<file path="src/sv/smsp_pkg.sv">
// Package for the server message stream parser: phases, codes and event type.
`default_nettype none

package smsp_pkg;

  // Top-level opcodes
  localparam logic [15:0] OP_NOTIFY = 16'd9;
  localparam logic [15:0] OP_ACK    = 16'd10;
  localparam logic [15:0] OP_ERROR  = 16'd11;

  // Ack and error sub-opcodes
  localparam logic [15:0] SUB_LOGOUT  = 16'd3;
  localparam logic [15:0] SUB_NAMES_A = 16'd4;
  localparam logic [15:0] SUB_NAMES_B = 16'd7;
  localparam logic [15:0] SUB_STATS   = 16'd8;
  localparam logic [15:0] ERR_RELEASE = 16'd3;

  // Notification type byte that marks a PM ('0')
  localparam logic [7:0] CHAR_ZERO = 8'd48;

  // Text slots
  localparam logic [1:0] SLOT_USER    = 2'd0;
  localparam logic [1:0] SLOT_CONTENT = 2'd1;
  localparam logic [1:0] SLOT_NAME    = 2'd2;

  // Number of stats in an ack 8, minus one
  localparam logic [1:0] STAT_LAST = 2'd2;

  // Event kinds
  localparam logic [2:0] EV_NOTIFY   = 3'd0;
  localparam logic [2:0] EV_CHAR     = 3'd1;
  localparam logic [2:0] EV_TEXT_END = 3'd2;
  localparam logic [2:0] EV_ACK      = 3'd3;
  localparam logic [2:0] EV_COUNT    = 3'd4;
  localparam logic [2:0] EV_STAT     = 3'd5;
  localparam logic [2:0] EV_ERROR    = 3'd6;

  // Parser phase
  typedef enum logic [3:0] {
    PH_OP_HI   = 4'd0,
    PH_OP_LO   = 4'd1,
    PH_N_TYPE  = 4'd2,
    PH_N_TEXT  = 4'd3,
    PH_SUB_HI  = 4'd4,
    PH_SUB_LO  = 4'd5,
    PH_CNT_HI  = 4'd6,
    PH_CNT_LO  = 4'd7,
    PH_NAME    = 4'd8,
    PH_STAT_HI = 4'd9,
    PH_STAT_LO = 4'd10
  } phase_t;

  // One result word
  typedef struct packed {
    logic [2:0]  event_kind;
    logic [15:0] value;
    logic [1:0]  text_slot;
    logic        message_done;
    logic        logout_ack;
    logic        release_keyboard;
  } evt_t;

endpackage

`default_nettype wire

</file>
<file path="src/sv/smsp_if.sv">
// Channel interfaces for the parser: input byte channel and event channel.
`default_nettype none

interface smsp_in_if;
  logic       valid;
  logic       ready;
  logic [7:0] in_byte;

  modport source (output valid, output in_byte, input ready);
  modport sink   (input valid, input in_byte, output ready);
endinterface

interface smsp_out_if;
  logic        valid;
  logic        ready;
  logic [2:0]  event_kind;
  logic [15:0] value;
  logic [1:0]  text_slot;
  logic        message_done;
  logic        logout_ack;
  logic        release_keyboard;

  modport source (output valid, output event_kind, output value, output text_slot,
                  output message_done, output logout_ack, output release_keyboard,
                  input ready);
  modport sink   (input valid, input event_kind, input value, input text_slot,
                  input message_done, input logout_ack, input release_keyboard,
                  output ready);
endinterface

`default_nettype wire

</file>
<file path="src/sv/smsp_core.sv">
// Parser state machine: per-byte state update and event decode.
`default_nettype none

module smsp_core (
  input  wire logic        clk,
  input  wire logic        rst_n,
  input  wire logic        accept,
  input  wire logic [7:0]  in_byte,
  output logic             evt_valid,
  output smsp_pkg::evt_t   evt
);
  import smsp_pkg::*;

  phase_t      phase_r, phase_nxt;
  logic [7:0]  hold_r, hold_nxt;
  logic        sub_err_r, sub_err_nxt;
  logic [14:0] names_r, names_nxt;
  logic        str_r, str_nxt;
  logic [1:0]  stat_r, stat_nxt;
  logic        halt_r, halt_nxt;
  logic [15:0] word;
  logic [14:0] cnt;
  logic [14:0] names_dec;

  assign word      = {hold_r, in_byte};
  assign cnt       = word[15] ? 15'd0 : word[14:0];
  assign names_dec = (names_r != 15'd0) ? names_r - 15'd1 : names_r;

  // Next state and event for the current byte
  always_comb begin
    phase_nxt   = phase_r;
    hold_nxt    = hold_r;
    sub_err_nxt = sub_err_r;
    names_nxt   = names_r;
    str_nxt     = str_r;
    stat_nxt    = stat_r;
    halt_nxt    = halt_r;
    evt_valid   = 1'b0;
    evt         = '0;
    if (!halt_r) begin
      unique case (phase_r)
        PH_OP_HI: begin
          hold_nxt  = in_byte;
          phase_nxt = PH_OP_LO;
        end
        PH_SUB_HI: begin
          hold_nxt  = in_byte;
          phase_nxt = PH_SUB_LO;
        end
        PH_CNT_HI: begin
          hold_nxt  = in_byte;
          phase_nxt = PH_CNT_LO;
        end
        PH_STAT_HI: begin
          hold_nxt  = in_byte;
          phase_nxt = PH_STAT_LO;
        end
        PH_OP_LO: begin
          if (word == OP_NOTIFY) begin
            phase_nxt = PH_N_TYPE;
          end else if (word == OP_ACK) begin
            sub_err_nxt = 1'b0;
            phase_nxt   = PH_SUB_HI;
          end else if (word == OP_ERROR) begin
            sub_err_nxt = 1'b1;
            phase_nxt   = PH_SUB_HI;
          end else begin
            phase_nxt = PH_OP_HI;
          end
        end
        PH_N_TYPE: begin
          str_nxt          = 1'b0;
          phase_nxt        = PH_N_TEXT;
          evt_valid        = 1'b1;
          evt.event_kind   = EV_NOTIFY;
          evt.value        = {15'd0, in_byte == CHAR_ZERO};
        end
        PH_N_TEXT: begin
          evt_valid     = 1'b1;
          evt.text_slot = str_r ? SLOT_CONTENT : SLOT_USER;
          if (in_byte != 8'd0) begin
            evt.event_kind = EV_CHAR;
            evt.value      = {8'd0, in_byte};
          end else begin
            evt.event_kind   = EV_TEXT_END;
            evt.message_done = str_r;
            if (str_r) begin
              phase_nxt = PH_OP_HI;
            end else begin
              str_nxt = 1'b1;
            end
          end
        end
        PH_SUB_LO: begin
          evt_valid = 1'b1;
          evt.value = word;
          if (sub_err_r) begin
            phase_nxt            = PH_OP_HI;
            evt.event_kind       = EV_ERROR;
            evt.message_done     = 1'b1;
            evt.release_keyboard = (word == ERR_RELEASE);
          end else begin
            evt.event_kind = EV_ACK;
            if (word == SUB_LOGOUT) begin
              halt_nxt         = 1'b1;
              phase_nxt        = PH_OP_HI;
              evt.message_done = 1'b1;
              evt.logout_ack   = 1'b1;
            end else if (word == SUB_NAMES_A || word == SUB_NAMES_B) begin
              phase_nxt = PH_CNT_HI;
            end else if (word == SUB_STATS) begin
              stat_nxt  = 2'd0;
              phase_nxt = PH_STAT_HI;
            end else begin
              phase_nxt        = PH_OP_HI;
              evt.message_done = 1'b1;
            end
          end
        end
        PH_CNT_LO: begin
          names_nxt        = cnt;
          phase_nxt        = (cnt == 15'd0) ? PH_OP_HI : PH_NAME;
          evt_valid        = 1'b1;
          evt.event_kind   = EV_COUNT;
          evt.value        = word;
          evt.message_done = (cnt == 15'd0);
        end
        PH_NAME: begin
          evt_valid     = 1'b1;
          evt.text_slot = SLOT_NAME;
          if (in_byte != 8'd0) begin
            evt.event_kind = EV_CHAR;
            evt.value      = {8'd0, in_byte};
          end else begin
            names_nxt        = names_dec;
            evt.event_kind   = EV_TEXT_END;
            evt.message_done = (names_dec == 15'd0);
            if (names_dec == 15'd0) begin
              phase_nxt = PH_OP_HI;
            end
          end
        end
        PH_STAT_LO: begin
          evt_valid        = 1'b1;
          evt.event_kind   = EV_STAT;
          evt.value        = word;
          evt.message_done = (stat_r >= STAT_LAST);
          if (stat_r >= STAT_LAST) begin
            phase_nxt = PH_OP_HI;
          end else begin
            stat_nxt  = stat_r + 2'd1;
            phase_nxt = PH_STAT_HI;
          end
        end
        default: begin
          phase_nxt = PH_OP_HI;
        end
      endcase
    end
  end

  // State registers, updated per accepted byte
  always_ff @(posedge clk) begin
    if (!rst_n) begin
      phase_r   <= PH_OP_HI;
      sub_err_r <= 1'b0;
      names_r   <= '0;
      str_r     <= 1'b0;
      stat_r    <= '0;
      halt_r    <= 1'b0;
    end else if (accept) begin
      phase_r   <= phase_nxt;
      sub_err_r <= sub_err_nxt;
      names_r   <= names_nxt;
      str_r     <= str_nxt;
      stat_r    <= stat_nxt;
      halt_r    <= halt_nxt;
    end
  end

  // High byte of a 16-bit word
  always_ff @(posedge clk) begin
    if (!rst_n) begin
      hold_r <= '0;
    end else if (accept) begin
      hold_r <= hold_nxt;
    end
  end

  // Once halted, stay halted until reset
  a_halt_sticky: assert property (@(posedge clk) disable iff (!rst_n)
    halt_r |=> halt_r) else $error("parser left halted state");

  // No event while halted
  a_halt_quiet: assert property (@(posedge clk) disable iff (!rst_n)
    halt_r |-> !evt_valid) else $error("event produced while halted");

  // Name phase is only entered with names outstanding
  a_name_count: assert property (@(posedge clk) disable iff (!rst_n)
    (accept && phase_r == PH_CNT_LO && phase_nxt == PH_NAME) |=> names_r != 15'd0)
    else $error("name phase entered with zero count");

endmodule

`default_nettype wire

</file>
<file path="src/sv/smsp_obuf.sv">
// Two-entry output register: result register plus skid stage.
`default_nettype none

module smsp_obuf (
  input  wire logic           clk,
  input  wire logic           rst_n,
  input  wire logic           push,
  input  wire smsp_pkg::evt_t push_evt,
  output logic                push_ready,
  smsp_out_if.source          out_ch
);
  import smsp_pkg::*;

  logic main_v_r, main_v_nxt;
  logic skid_v_r, skid_v_nxt;
  evt_t main_r, main_nxt;
  evt_t skid_r, skid_nxt;
  logic pop;

  assign pop        = main_v_r && out_ch.ready;
  assign push_ready = !skid_v_r;

  // Refill main from skid first, else from the incoming word
  always_comb begin
    main_v_nxt = main_v_r;
    skid_v_nxt = skid_v_r;
    main_nxt   = main_r;
    skid_nxt   = skid_r;
    if (!main_v_r || pop) begin
      if (skid_v_r) begin
        main_v_nxt = 1'b1;
        main_nxt   = skid_r;
        skid_v_nxt = 1'b0;
      end else begin
        main_v_nxt = push;
        main_nxt   = push_evt;
      end
    end else if (push) begin
      skid_v_nxt = 1'b1;
      skid_nxt   = push_evt;
    end
  end

  always_ff @(posedge clk) begin
    if (!rst_n) begin
      main_v_r <= 1'b0;
      skid_v_r <= 1'b0;
    end else begin
      main_v_r <= main_v_nxt;
      skid_v_r <= skid_v_nxt;
    end
  end

  always_ff @(posedge clk) begin
    main_r <= main_nxt;
    skid_r <= skid_nxt;
  end

  assign out_ch.valid            = main_v_r;
  assign out_ch.event_kind       = main_r.event_kind;
  assign out_ch.value            = main_r.value;
  assign out_ch.text_slot        = main_r.text_slot;
  assign out_ch.message_done     = main_r.message_done;
  assign out_ch.logout_ack       = main_r.logout_ack;
  assign out_ch.release_keyboard = main_r.release_keyboard;

  // Skid only holds a word behind a full result register
  a_skid_order: assert property (@(posedge clk) disable iff (!rst_n)
    skid_v_r |-> main_v_r) else $error("skid full with result register empty");

  // Never pushed into a full buffer
  a_no_overflow: assert property (@(posedge clk) disable iff (!rst_n)
    push |-> !skid_v_r) else $error("push into full buffer");

  // A word arriving at a stalled result register lands in the skid stage
  a_skid_catch: assert property (@(posedge clk) disable iff (!rst_n)
    (push && main_v_r && !out_ch.ready) |=> skid_v_r)
    else $error("word lost during stall");

endmodule

`default_nettype wire

</file>
<file path="src/sv/server_message_stream_parser.sv">
// Top level of the server message stream parser.
// The parser takes one byte of the server stream per cycle and emits at most one
// event word per byte; bytes that only build an opcode or the high half of a
// 16-bit field give no event. A byte is taken in every cycle while the output
// side keeps up: the state update is one small case decode between the state
// registers and a two-entry output buffer, so the event of an accepted byte is
// registered in the output buffer before it reaches out_ch, and input ready drops
// only when both output entries are full. After a logout ack the parser keeps
// accepting bytes but ignores them until reset.
`default_nettype none

module server_message_stream_parser (
  input  wire logic   clk,
  input  wire logic   rst_n,
  smsp_in_if.sink     in_ch,
  smsp_out_if.source  out_ch
);
  import smsp_pkg::*;

  logic accept;
  logic evt_valid;
  evt_t evt;
  logic buf_ready;

  assign in_ch.ready = buf_ready;
  assign accept      = in_ch.valid && buf_ready;

  // Byte decode and parser state
  smsp_core u_core (
    .clk       (clk),
    .rst_n     (rst_n),
    .accept    (accept),
    .in_byte   (in_ch.in_byte),
    .evt_valid (evt_valid),
    .evt       (evt)
  );

  // Result register and skid stage
  smsp_obuf u_obuf (
    .clk        (clk),
    .rst_n      (rst_n),
    .push       (accept && evt_valid),
    .push_evt   (evt),
    .push_ready (buf_ready),
    .out_ch     (out_ch)
  );

endmodule

`default_nettype wire

</file>
<file path="src/flat_wrapper.sv">
// flat-port wrapper written by rule: the top's interface ports become plain ports
module server_message_stream_parser_flat import smsp_pkg::*;
  (clk, rst_n, in_ch_valid, in_ch_in_byte, in_ch_ready, out_ch_valid, out_ch_event_kind, out_ch_value, out_ch_text_slot, out_ch_message_done, out_ch_logout_ack, out_ch_release_keyboard, out_ch_ready);
  smsp_in_if in_ch_i ();
  smsp_out_if out_ch_i ();
  input  wire logic clk;
  input  wire logic rst_n;
  input wire logic [$bits(in_ch_i.valid)-1:0] in_ch_valid;
  input wire logic [$bits(in_ch_i.in_byte)-1:0] in_ch_in_byte;
  output wire logic [$bits(in_ch_i.ready)-1:0] in_ch_ready;
  output wire logic [$bits(out_ch_i.valid)-1:0] out_ch_valid;
  output wire logic [$bits(out_ch_i.event_kind)-1:0] out_ch_event_kind;
  output wire logic [$bits(out_ch_i.value)-1:0] out_ch_value;
  output wire logic [$bits(out_ch_i.text_slot)-1:0] out_ch_text_slot;
  output wire logic [$bits(out_ch_i.message_done)-1:0] out_ch_message_done;
  output wire logic [$bits(out_ch_i.logout_ack)-1:0] out_ch_logout_ack;
  output wire logic [$bits(out_ch_i.release_keyboard)-1:0] out_ch_release_keyboard;
  input wire logic [$bits(out_ch_i.ready)-1:0] out_ch_ready;
  assign in_ch_i.valid = in_ch_valid;
  assign in_ch_i.in_byte = in_ch_in_byte;
  assign in_ch_ready = in_ch_i.ready;
  assign out_ch_valid = out_ch_i.valid;
  assign out_ch_event_kind = out_ch_i.event_kind;
  assign out_ch_value = out_ch_i.value;
  assign out_ch_text_slot = out_ch_i.text_slot;
  assign out_ch_message_done = out_ch_i.message_done;
  assign out_ch_logout_ack = out_ch_i.logout_ack;
  assign out_ch_release_keyboard = out_ch_i.release_keyboard;
  assign out_ch_i.ready = out_ch_ready;
  server_message_stream_parser u_core (.clk(clk), .rst_n(rst_n), .in_ch(in_ch_i), .out_ch(out_ch_i));
endmodule
</file>
<file path="config.mk">
export PLATFORM = sky130hd
export DESIGN_NAME = server_message_stream_parser_flat
export DESIGN_NICKNAME = d
export VERILOG_FILES = /design/src/sv/smsp_pkg.sv /design/src/sv/smsp_if.sv /design/src/sv/smsp_core.sv /design/src/sv/smsp_obuf.sv /design/src/sv/server_message_stream_parser.sv /design/src/flat_wrapper.sv
export SDC_FILE = /design/constraint.sdc
export NUM_CORES = 1
export LEC_CHECK = 0
export BUFFER_PORTS_ARGS = -buffer_cell sky130_fd_sc_hd__buf_2
export CAP_MARGIN = 30
export CELL_PAD_IN_SITES_DETAIL_PLACEMENT = 0
export CELL_PAD_IN_SITES_GLOBAL_PLACEMENT = 1
export CORE_MARGIN = 10
export CORE_UTILIZATION = 42
export CTS_CLUSTER_DIAMETER = 60
export DETAILED_ROUTE_END_ITERATION = 7
export PLACE_DENSITY = 0.81
export SLEW_MARGIN = 10
export SYNTH_ARGS = -nofsm -noshare
export SYNTH_HDL_FRONTEND = slang
export SYNTH_SLANG_ARGS = --single-unit
export TNS_END_PERCENT = 20
</file>
<file path="constraint.sdc">
create_clock -name clk -period 3.5 [get_ports clk]
set_clock_uncertainty 0.15 [all_clocks]
set_input_delay 0.7 -clock clk [delete_from_list [all_inputs] [get_ports clk]]
set_output_delay 0.7 -clock clk [all_outputs]
set_load 0.02 [all_outputs]
</file>
---- Yosys cells after proc, flatten, opt, wreduce, memory -nomap -nowiden ----
Cells that the tools add are included.
cells by class
  equal/unequal tests ..................... 27
  $add $sub $neg .......................... 2
  bitwise gates (word level) .............. 4
  mux-type cells .......................... 52
  reductions and logical operators ........ 27
  $lt $le $gt $ge ......................... 1
operators with widths
  cell                   number
  $pmux 19 s5            1
  $eq 16x4->1 const B    4
  $mux 24                2
  $mux 4                 12
  $mux 15                3
  $pmux 4 s11            1
  $eq 16x3->1 const B    2
  $logic_not 15->1       2
  $pmux 15 s2            1
  $mux 1                 18
  $ne 2x2->1 const B     9
  $eq 16x2->1 const B    1
  $eq 4x3->1 const B     4
  $reduce_bool 15->1     1
  $sub 15x1->15 const B  1
  $mux 2                 7
  $eq 4x4->1 const B     3
  $eq 4x2->1 const B     2
  $eq 8x6->1 const B     1
  $mux 8                 1
  $pmux 2 s2             2
  $reduce_and 4->1       2
  $reduce_and 8->1       1
  $reduce_bool 2->1      4
  19 further kinds       28
storage, ports and cells
  output and inout port bits .............. 26
  flip-flop bits (word level) ............. 82
  logic and storage cells ................. 134

---- Depth between registers and ports, before layout ----
Gate-level depths: netlist of run 1.
  word-level depth ........................ 8
  mapped depth ............................ 9
  depth with buffers taken out ............ 8

---- Modules after synthesis ----
Synthesis of run 1 repeated with hierarchy kept, for this count alone.
unflattened totals
  cell total of the unflattened synthesis .. 440
  area, all modules ....................... 4611.9 µm²
modules (own cells, without submodules)
  module                        seq. area each (µm²)  area each (µm²)  times used  cells each
  smsp_core                     640.6                 2685.1           1           354
  smsp_obuf                     1481.4                1914.3           1           84
  server_message_stream_parser  0.0                   12.5             1           2

---- Worst setup path after synthesis of run 1 ----
Ideal clock, no wire load.
  path type ............................... in2reg
  from .................................... input port out_ch_ready
  to ...................................... register u_core.u_obuf.skid_r[0] (netlist name), enable pin
  arrival time ............................ 3.139 ns
  cell stages on the path ................. 2
  setup slack ............................. -0.224 ns
  path buffers ............................ 0
  cell sequence ........................... nand2b_1 -> nor3_1
between the ends
  cells in the longest elaborated chain, start to end .. 4
ends and longest elaborated chain
  what                               RTL line            text
  start, declared                    flat_wrapper.sv:18  input wire logic [$bits(out_ch_i.ready)-1:0] out_ch_ready;
  $logic_and 1x1->1                  smsp_obuf.sv:20     assign pop = main_v_r && out_ch.ready;
  $logic_or 1x1->1                   smsp_obuf.sv:29     if (!main_v_r || pop) begin
  $not 1->1 (no source line)         -
  $reduce_and 2->1 (no source line)  -
  end signal, assigned               smsp_obuf.sv:56     skid_r <= skid_nxt;
  end, declared                      smsp_obuf.sv:17     evt_t skid_r, skid_nxt;
Every way passes these cells.
A chain may end at the register's enable or synchronous reset.

---- Final worst setup path of run 1 ----
  from .................................... register u_core.u_core.names_r[8]
  to ...................................... register u_core.u_obuf.main_r, in the netlist u_core.u_obuf.out_ch.message_done (data pin)
between the ends
  cells in the longest elaborated chain, start to end .. 7
  elaborated cells between the ends (all ways) .. 8
  those cells by class .................... 1 x add/sub; 5 x mux; 2 x reduce/logical
ends and longest elaborated chain
  what                                                 RTL line          text
  start, declared                                      smsp_core.sv:17   logic [14:0] names_r, names_nxt;
  start signal, assigned                               smsp_core.sv:174  names_r <= names_nxt;
  $sub 15x1->15 or $reduce_bool 15->1 (tied branches)  smsp_core.sv:27   assign names_dec = (names_r != 15'd0) ? names_r - 15'd1 : names_r;
  $mux 15 (*)                                          smsp_core.sv:27
  $logic_not 15->1 (*)                                 smsp_core.sv:137  evt.message_done = (names_dec == 15'd0);
  $mux 1 (*)                                           smsp_core.sv:131  if (in_byte != 8'd0) begin
  $pmux 1 s5 (*)                                       smsp_core.sv:41   unique case (phase_r)
  $mux 24 (*)                                          smsp_core.sv:40   if (!halt_r) begin
  $mux 24 (*)                                          smsp_obuf.sv:30   if (skid_v_r) begin
  end signal, assigned                                 smsp_obuf.sv:55   main_r <= main_nxt;
  end, declared                                        smsp_obuf.sv:16   evt_t main_r, main_nxt;
Mark *: on every way between the ends. The rest lies on a longest branch, timed or not.

==> results of run 1 <==
## worst max-delay path, stage by stage, from the launching register on
cell      delay (ns)
dfxtp_1         0.42
or4_1           0.70
nor4b_4         0.49
or2_2           0.24
o311ai_0        0.17
or4_4           0.60
o31ai_4         0.19
## registers in the layout, summed over array words and instances, names as in the netlist, 2 cells and up
name	cells
u_core.u_core.hold_r	8
u_core.u_core.names_r	15
u_core.u_core.phase_r	4
u_core.u_core.stat_r	2
u_core.u_obuf.out_ch.event_kind	3
u_core.u_obuf.out_ch.text_slot	2
u_core.u_obuf.out_ch.value	16
u_core.u_obuf.skid_r	24
## power by group through the flow
| stage | Sequential [mW] | Clock, mW | Combinational [mW] |
|---|---|---|---|
| 6_report | 1.03 | 0.875 | 0.0791 |
| 5_1_grt | 1.03 | 0.918 | 0.0868 |
| 4_1_cts | 1.03 | 0.885 | 0.0784 |
| 3_5_place_dp | 1.05 | 0 | 0.0781 |
| 3_3_place_gp | 1.05 | 0 | 0.0772 |
| 2_1_floorplan | 1.04 | 0 | 0.0551 |
## metal layers
layer | global-route usage (%) | share of wire, %
met2 | 21.79 | 45
met4 | 5.067 | 1.8
met5 | 0 | 0
met3 | 3.932 | 5.9
met1 | 19.20 | 47
## worst max-delay path by stage
stage                             startpoint                           endpoint  slack, ns  cells after the start
floorplan                       out_ch_ready            u_core.u_obuf.skid_r[0]       0.49                      2
global placement            in_ch_in_byte[7]  u_core.u_obuf.out_ch.message_done       0.41                      7
detailed placement          in_ch_in_byte[7]  u_core.u_obuf.out_ch.message_done       0.33                      7
CTS                 u_core.u_core.names_r[8]  u_core.u_obuf.out_ch.message_done       0.37                      6
global route        u_core.u_core.names_r[8]  u_core.u_obuf.out_ch.message_done       0.20                      6
finish              u_core.u_core.names_r[8]  u_core.u_obuf.out_ch.message_done       0.36                      6
## layout make-up
class                      instances  area, um^2  area share [%]
sequential                        82        2122           43.07
tap                              136       170.2           3.454
timing repair buffer              48       267.8           5.434
clock buffer                       9       123.9           2.514
clock inverter                     7       127.6           2.590
multi-input combinational        308        2074           42.10
inverter                          11       41.29          0.8380
## cells by family after synthesis
| kind of cell | share of synthesized area (%) |
|---|---|
| DFF | 48.89 |
| muxes | 7.437 |
| AOI/OAI and AO/OA | 17.56 |
| buffers and inverters | 3.574 |
| adders and majority gates | 0.5764 |
| xor gates and xnor gates | 0.4036 |
| and+or+nand+nor | 21.56 |
## per-stage QoR
stage / util (%) / instances / power [mW] / cell area (um^2)
finish: 48.38 / 601 / 1.982 / 4927
global route: 48.38 / 601 / 2.033 / 4927
CTS: 48.38 / 601 / 1.991 / 4927
detailed placement: 45.91 / 585 / 1.128 / 4676
global placement: 45.91 / 585 / 1.127 / 4676
floorplan: - / 429 / 1.098 / 4345
## cells in the final DEF, fill, tap and decap left out, types with 4 or more instances in the layout
master	netlist	routed
edfxtp_1	48	48
buf_2	1	37
nand2_1	34	34
dfxtp_1	34	34
nor2_1	28	28
o21ai_0	19	19
nor2b_1	18	18
a21oi_1	18	18
mux2_2	18	18
and2_1	16	16
nand3_1	14	14
mux2i_1	12	12
nor3_1	13	12
buf_4	0	11
inv_1	10	10
o31ai_1	10	10
clkbuf_8	0	9
nor4_1	7	7
a21boi_0	6	6
or2_2	5	5
or4_1	5	5
and3_1	5	5
a22oi_1	5	5
o211a_1	5	5
a31oi_1	4	4
a21o_1	4	4
==> results.py, run 1 <==
metrics = {
    "clock_tree": {
        "post_cts_buffers": 0,
        "clkSinkCount": 82,
        "cts_hold_buf": 0,
        "clockBufferDepth": 2,
        "h-tree-depth": 3,
        "cts_buffers": 9,
        "cts_tree": "done",
        "postCtsResizedCells": 0,
        "clk-insertion-delay-late_ns": 0.37,
        "clk_pin_slew_ns": 0.10,
        "clockRootBuffer": "clkbuf_8",
    },
    "yosys": {
        "synth_common_cells": "edfxtp_1, dfxtp_1, nand2_1, nor2_1, clkbuf_1",
        "syn_area_um2": 4340,
        "synth_top_area_share_pct": 33.21,
        "ys_seq_area_share_pct": 48.89,
        "syn_area_per_cell_um2": 10.12,
        "yosysUniqueCellTypes": 66,
        "yosys.cell_count.top_type": "edfxtp_1",
        "netlist_top_cells_area": "edfxtp_1, dfxtp_1, mux2_2",
        "ys_async_sr_fraction_pct": 0,
        "synth_edf_count": 48,
        "syn_nets": 443,
        "yosysWarnings": 0,
        "synth_cells": 429,
        "synthFlopType": "edfxtp_1",
        "ys_ff_latch": 82,
        "yosysTopAreaCell": "edfxtp_1",
    },
    "setup_path": {
        "required_ns": 3.55,
        "reg2reg_to": "u_core.u_obuf.out_ch.message_done",
        "worstSetupPathType": "reg -> reg",
        "crit_arrival_ns": 3.19,
        "cp_max_fo": 10,
        "end_kind": "register",
        "r2r_slack_ns": 0.36,
        "cp-start-kind": "register",
        "rr_worst_depth": 6,
        "r2r_start": "u_core.u_core.names_r[8]",
    },
    "timing": {
        "min_period_ns": 3.138,
        "tightest_slew_ns": 0.6762,
        "relSlewSlack_pct": 54.75,
        "final-setup-viol-count": 0,
        "fin_crit_sh_pct": 89.65,
        "whs_ns": 0.3313,
        "maxSlewViolCount": 0,
        "hold_viol": 0,
        "finalSetupTns_ns": 0,
        "rsz0062_at_grt": "false",
        "worst_slack_ns": 0.3622,
        "max_freq_mhz": 318.7,
    },
    "pwr": {
        "p_sw_share_pct": 22.75,
        "pwr_density_cell_nw_per_um2": 402.3,
        "ir_drop_mv": 0.2065,
        "intPower_mw": 1.531,
        "power.leakage_nw": 2.003,
        "seqPwrFrac_pct": 51.9,
        "pwr-share-comb_pct": 4.0,
        "switchingPower_mw": 0.4508,
        "pwr-share-clk_pct": 44.2,
    },
    "drt": {
        "vias": 3499,
        "firstDrtPassIters": 5,
        "routed_wl_um": 10740,
        "avgViaCountPerCell": 5.822,
        "first_iter_violations": 316,
        "ant_nets": 0,
        "wl_per_cell_um": 17.87,
        "drc": 0,
    },
    "worst_hold_path": {
        "hold-path-cell-count": 2,
        "min_from": "u_core.u_core.stat_r[0]",
        "hold_end": "u_core.u_core.stat_r[0]",
        "min_path_type": "reg -> reg",
    },
    "placement": {
        "preCtsSetupSlack_ns": 0.3337,
        "dp_hpwl_um": 7586,
        "io_buffer_count": 37,
        "gp_congestion": 0.9224,
    },
    "global_route": {
        "gr-usage-all-layers_pct": 14.34,
        "antenna_found_initial": 0,
        "grt-ovfl-total": 0,
        "grt_pass1_vias": 3331,
        "grt_max_degree": 37,
        "grt_pass1_wl_um": 17370,
    },
    "die": {
        "core-area_um2": 10180,
        "chipHeight_um": 121.7,
        "placementRows": 37,
        "start_util_pct": 42.62,
        "dieArea_um2": 14800,
        "ioPinCount": 38,
        "die_x_um": 121.7,
    },
    "final_layout": {
        "synthToLayoutAreaGrowth_pct": 13.52,
        "fillers": 946,
        "layout-drive-gt1-share_pct": 21.51,
        "diodes": 0,
        "fin_nets": 474,
    },
    "job": {
        "maxCapViolCount": 0,
    },
    "status": {
        "status": "complete, no violations",
    },
}
No activity file was read; power rests on OpenSTA's default activity.
==> run 2, diff against run 1 <==
--- a/config.mk
+++ b/config.mk
@@ -10,12 +10,13 @@
 export CELL_PAD_IN_SITES_DETAIL_PLACEMENT = 0
 export CELL_PAD_IN_SITES_GLOBAL_PLACEMENT = 1
 export CORE_MARGIN = 10
-export CORE_UTILIZATION = 42
+export CORE_UTILIZATION = 43
 export CTS_CLUSTER_DIAMETER = 60
 export DETAILED_ROUTE_END_ITERATION = 7
-export PLACE_DENSITY = 0.81
+export PLACE_DENSITY = 0.82
 export SLEW_MARGIN = 10
 export SYNTH_ARGS = -nofsm -noshare
 export SYNTH_HDL_FRONTEND = slang
+export SYNTH_HIERARCHICAL = 1
 export SYNTH_SLANG_ARGS = --single-unit
 export TNS_END_PERCENT = 20
==> run 2 against run 1 <==
Synthesized cell count is 2.6% higher. Largest cell class is now multi-input gates. Clock power shrank 23%. Synthesized area up 6.3%.
==> results.py, run 2 <==
metrics = {
    "worst_hold_path": {
        "min_path_type": "reg -> reg",
    },
    "die": {
        "start_util_pct": 44.47,
        "chipHeight_um": 123.6,
        "core-area_um2": 10370,
        "dieArea_um2": 15270,
        "die_x_um": 123.6,
        "ioPinCount": 38,
        "placementRows": 37,
    },
    "yosys": {
        "syn_area_um2": 4612,
        "syn_nets": 454,
        "ys_async_sr_fraction_pct": 0,
        "ys_ff_latch": 82,
        "synth_cells": 440,
        "yosysWarnings": 6,
        "synth_edf_count": 48,
        "synthFlopType": "edfxtp_1",
        "synth_common_cells": "nor2_1, edfxtp_1, dfxtp_1, nand2_1, a21oi_1",
        "yosysUniqueCellTypes": 77,
        "synth_top_area_share_pct": 31.25,
        "yosys.cell_count.top_type": "nor2_1",
        "yosysTopAreaCell": "edfxtp_1",
        "netlist_top_cells_area": "edfxtp_1, dfxtp_1, mux2_4",
        "ys_seq_area_share_pct": 46.01,
        "syn_area_per_cell_um2": 10.48,
    },
    "setup_path": {
        "slowest_stage": "dfxtp_1",
        "path_cells": "and2b_2 > o21ai_2 > a21oi_1 > a22oi_1 > or4_1 > o22ai_1 > mux2_2",
        "crit_arrival_ns": 2.93,
        "cp_max_fo": 13,
        "crit_family": "compound AO/OA/AOI/OAI gates",
        "worstSetupPathType": "reg -> reg",
        "crit_buf_inv": 0,
        "end_kind": "register",
        "cp-start-kind": "register",
        "worst_path_largest_cell_delay_ns": 0.64,
        "required_ns": 3.58,
    },
    "pwr": {
        "power_mw": 1.879,
        "pwr_density_cell_nw_per_um2": 372.0,
        "ir_drop_mv": 0.1976,
        "power.leakage_nw": 1.952,
    },
    "timing": {
        "maxSlewViolCount": 0,
        "tightest_slew_ns": 0.7586,
        "rsz0062_at_grt": "false",
        "final-setup-viol-count": 0,
        "hold_viol": 0,
        "min_period_ns": 2.850,
        "finalSetupTns_ns": 0,
        "max_freq_mhz": 350.8,
        "fin_crit_sh_pct": 81.44,
        "relSlewSlack_pct": 49.37,
    },
    "clock_tree": {
        "clk_pin_slew_ns": 0.10,
        "clk-insertion-delay-late_ns": 0.35,
        "h-tree-depth": 3,
        "clockBufferDepth": 2,
        "clkSinkCount": 82,
        "clockRootBuffer": "clkbuf_8",
        "cts_hold_buf": 0,
        "post_cts_buffers": 0,
        "cts_buffers": 9,
        "cts_tree": "done",
        "postCtsResizedCells": 0,
    },
    "drt": {
        "firstDrtPassIters": 8,
        "routed_wl_um": 10790,
        "first_iter_violations": 282,
        "vias": 3525,
        "drc": 0,
        "wl_per_cell_um": 17.63,
        "avgViaCountPerCell": 5.760,
        "ant_nets": 0,
    },
    "final_layout": {
        "largest_reg_flops": 24,
        "final_core_util_pct": 48.70,
        "layout_common_cells": "nor2_1, edfxtp_1, buf_2, dfxtp_1, nand2_1",
        "fin_nets": 485,
        "fillers": 944,
        "synthToLayoutAreaGrowth_pct": 9.495,
        "top_register": "u_core/u_obuf/skid_r",
        "regArea_um2": 2122,
        "multiInputGateArea_um2": 2250,
        "final_common_cell": "nor2_1",
        "layout-drive-gt1-share_pct": 24.16,
        "diodes": 0,
    },
    "global_route": {
        "grt-ovfl-total": 0,
        "gr-usage-all-layers_pct": 14.13,
        "grt_pass1_wl_um": 17310,
        "antenna_found_initial": 0,
        "grt_max_degree": 28,
        "grt_pass1_vias": 3371,
    },
    "placement": {
        "dp_hpwl_um": 7846,
        "gp_congestion": 0.8800,
        "io_buffer_count": 37,
    },
    "job": {
        "maxCapViolCount": 0,
    },
    "status": {
        "status": "complete, no violations",
    },
}
-- run 2: cell types whose count changed after synthesis, moves of 7 or more --
cell	change
nor2_1	+24
mux2_4	+18
nor2b_1	-17
clkbuf_1	-15
nand2_1	-13
mux2_2	-10
buf_2	+8
o31ai_1	-7
-- run 2: tightest hold or removal path, delay by kind of cell (launching register included) --
kind	cells	cell delay [ns]
flops	1	0.33
compound gates	2	0.13
-- run 2: per-layer routing --
| metal | routed length (um) | share of wire, % | global-route usage (%) |
|---|---|---|---|
| met5 | 0 | 0 | 0 |
| met4 | 85 | 0.79 | 4.294 |
| met3 | 621 | 5.8 | 2.871 |
| met2 | 5032 | 47 | 23.34 |
| met1 | 5050 | 47 | 18.24 |
-- run 2: path summary, 6_finish.rpt --
| path | startpoint | endpoint | slack, ns | cells past startpoint |
|---|---|---|---|---|
| setup / recovery | u_core/u_core/phase_r[0] | u_core/u_obuf/out_ch.message_done | 0.65 | 7 |
| hold / removal | u_core/u_core/stat_r[0] | u_core/u_core/stat_r[0] | 0.35 | 2 |
| setup reg to reg | u_core/u_core/phase_r[0] | u_core/u_obuf/out_ch.message_done | 0.65 | 7 |
| hold reg to reg | u_core/u_core/stat_r[0] | u_core/u_core/stat_r[0] | 0.35 | 2 |
-- run 2: through the flow --
| step | hold slack, ns | cell area (um^2) | cells | worst slack (ns) |
|---|---|---|---|---|
| after floorplan | 0.3128 | 4612 | 440 | 0.4477 |
| after global placement | 0.3235 | 4858 | 596 | 0.7203 |
| after detailed placement | 0.3400 | 4858 | 596 | 0.6467 |
| after CTS | 0.3528 | 5050 | 612 | 0.7302 |
| after global routing | 0.4058 | 5050 | 612 | 0.5048 |
| final | 0.3478 | 5050 | 612 | 0.6495 |
-- run 2: cells by family (layout without fill, tap and decap cells) --
kind of cell,after synthesis,in the layout,share of synthesized area (%)
flip-flops,82,82,46.01
AND/OR/NAND/NOR,180,180,23.28
adder cells (fa/ha/maj),2,2,0.5425
multiplexers,38,38,10.42
XOR/XNOR,2,2,0.3799
buffers and inverters,41,77,5.263
AO/OA/AOI/OAI,95,95,14.11
-- run 2: final cells by class --
type | instances | area share (%)
Multi-Input combinational cell | 317 | 44.55
Sequential cell | 82 | 42.02
Timing Repair Buffer | 48 | 5.302
Tap cell | 136 | 3.370
Clock buffer | 9 | 2.453
Clock inverter | 7 | 1.338
Inverter | 13 | 0.9663
-- run 2: report_power, final --
part / switching [mW] / total, mW / internal (mW)
sequential: 0.0197 / 1.05 / 1.03
combinational: 0.102 / 0.160 / 0.0580
clock: 0.394 / 0.671 / 0.278
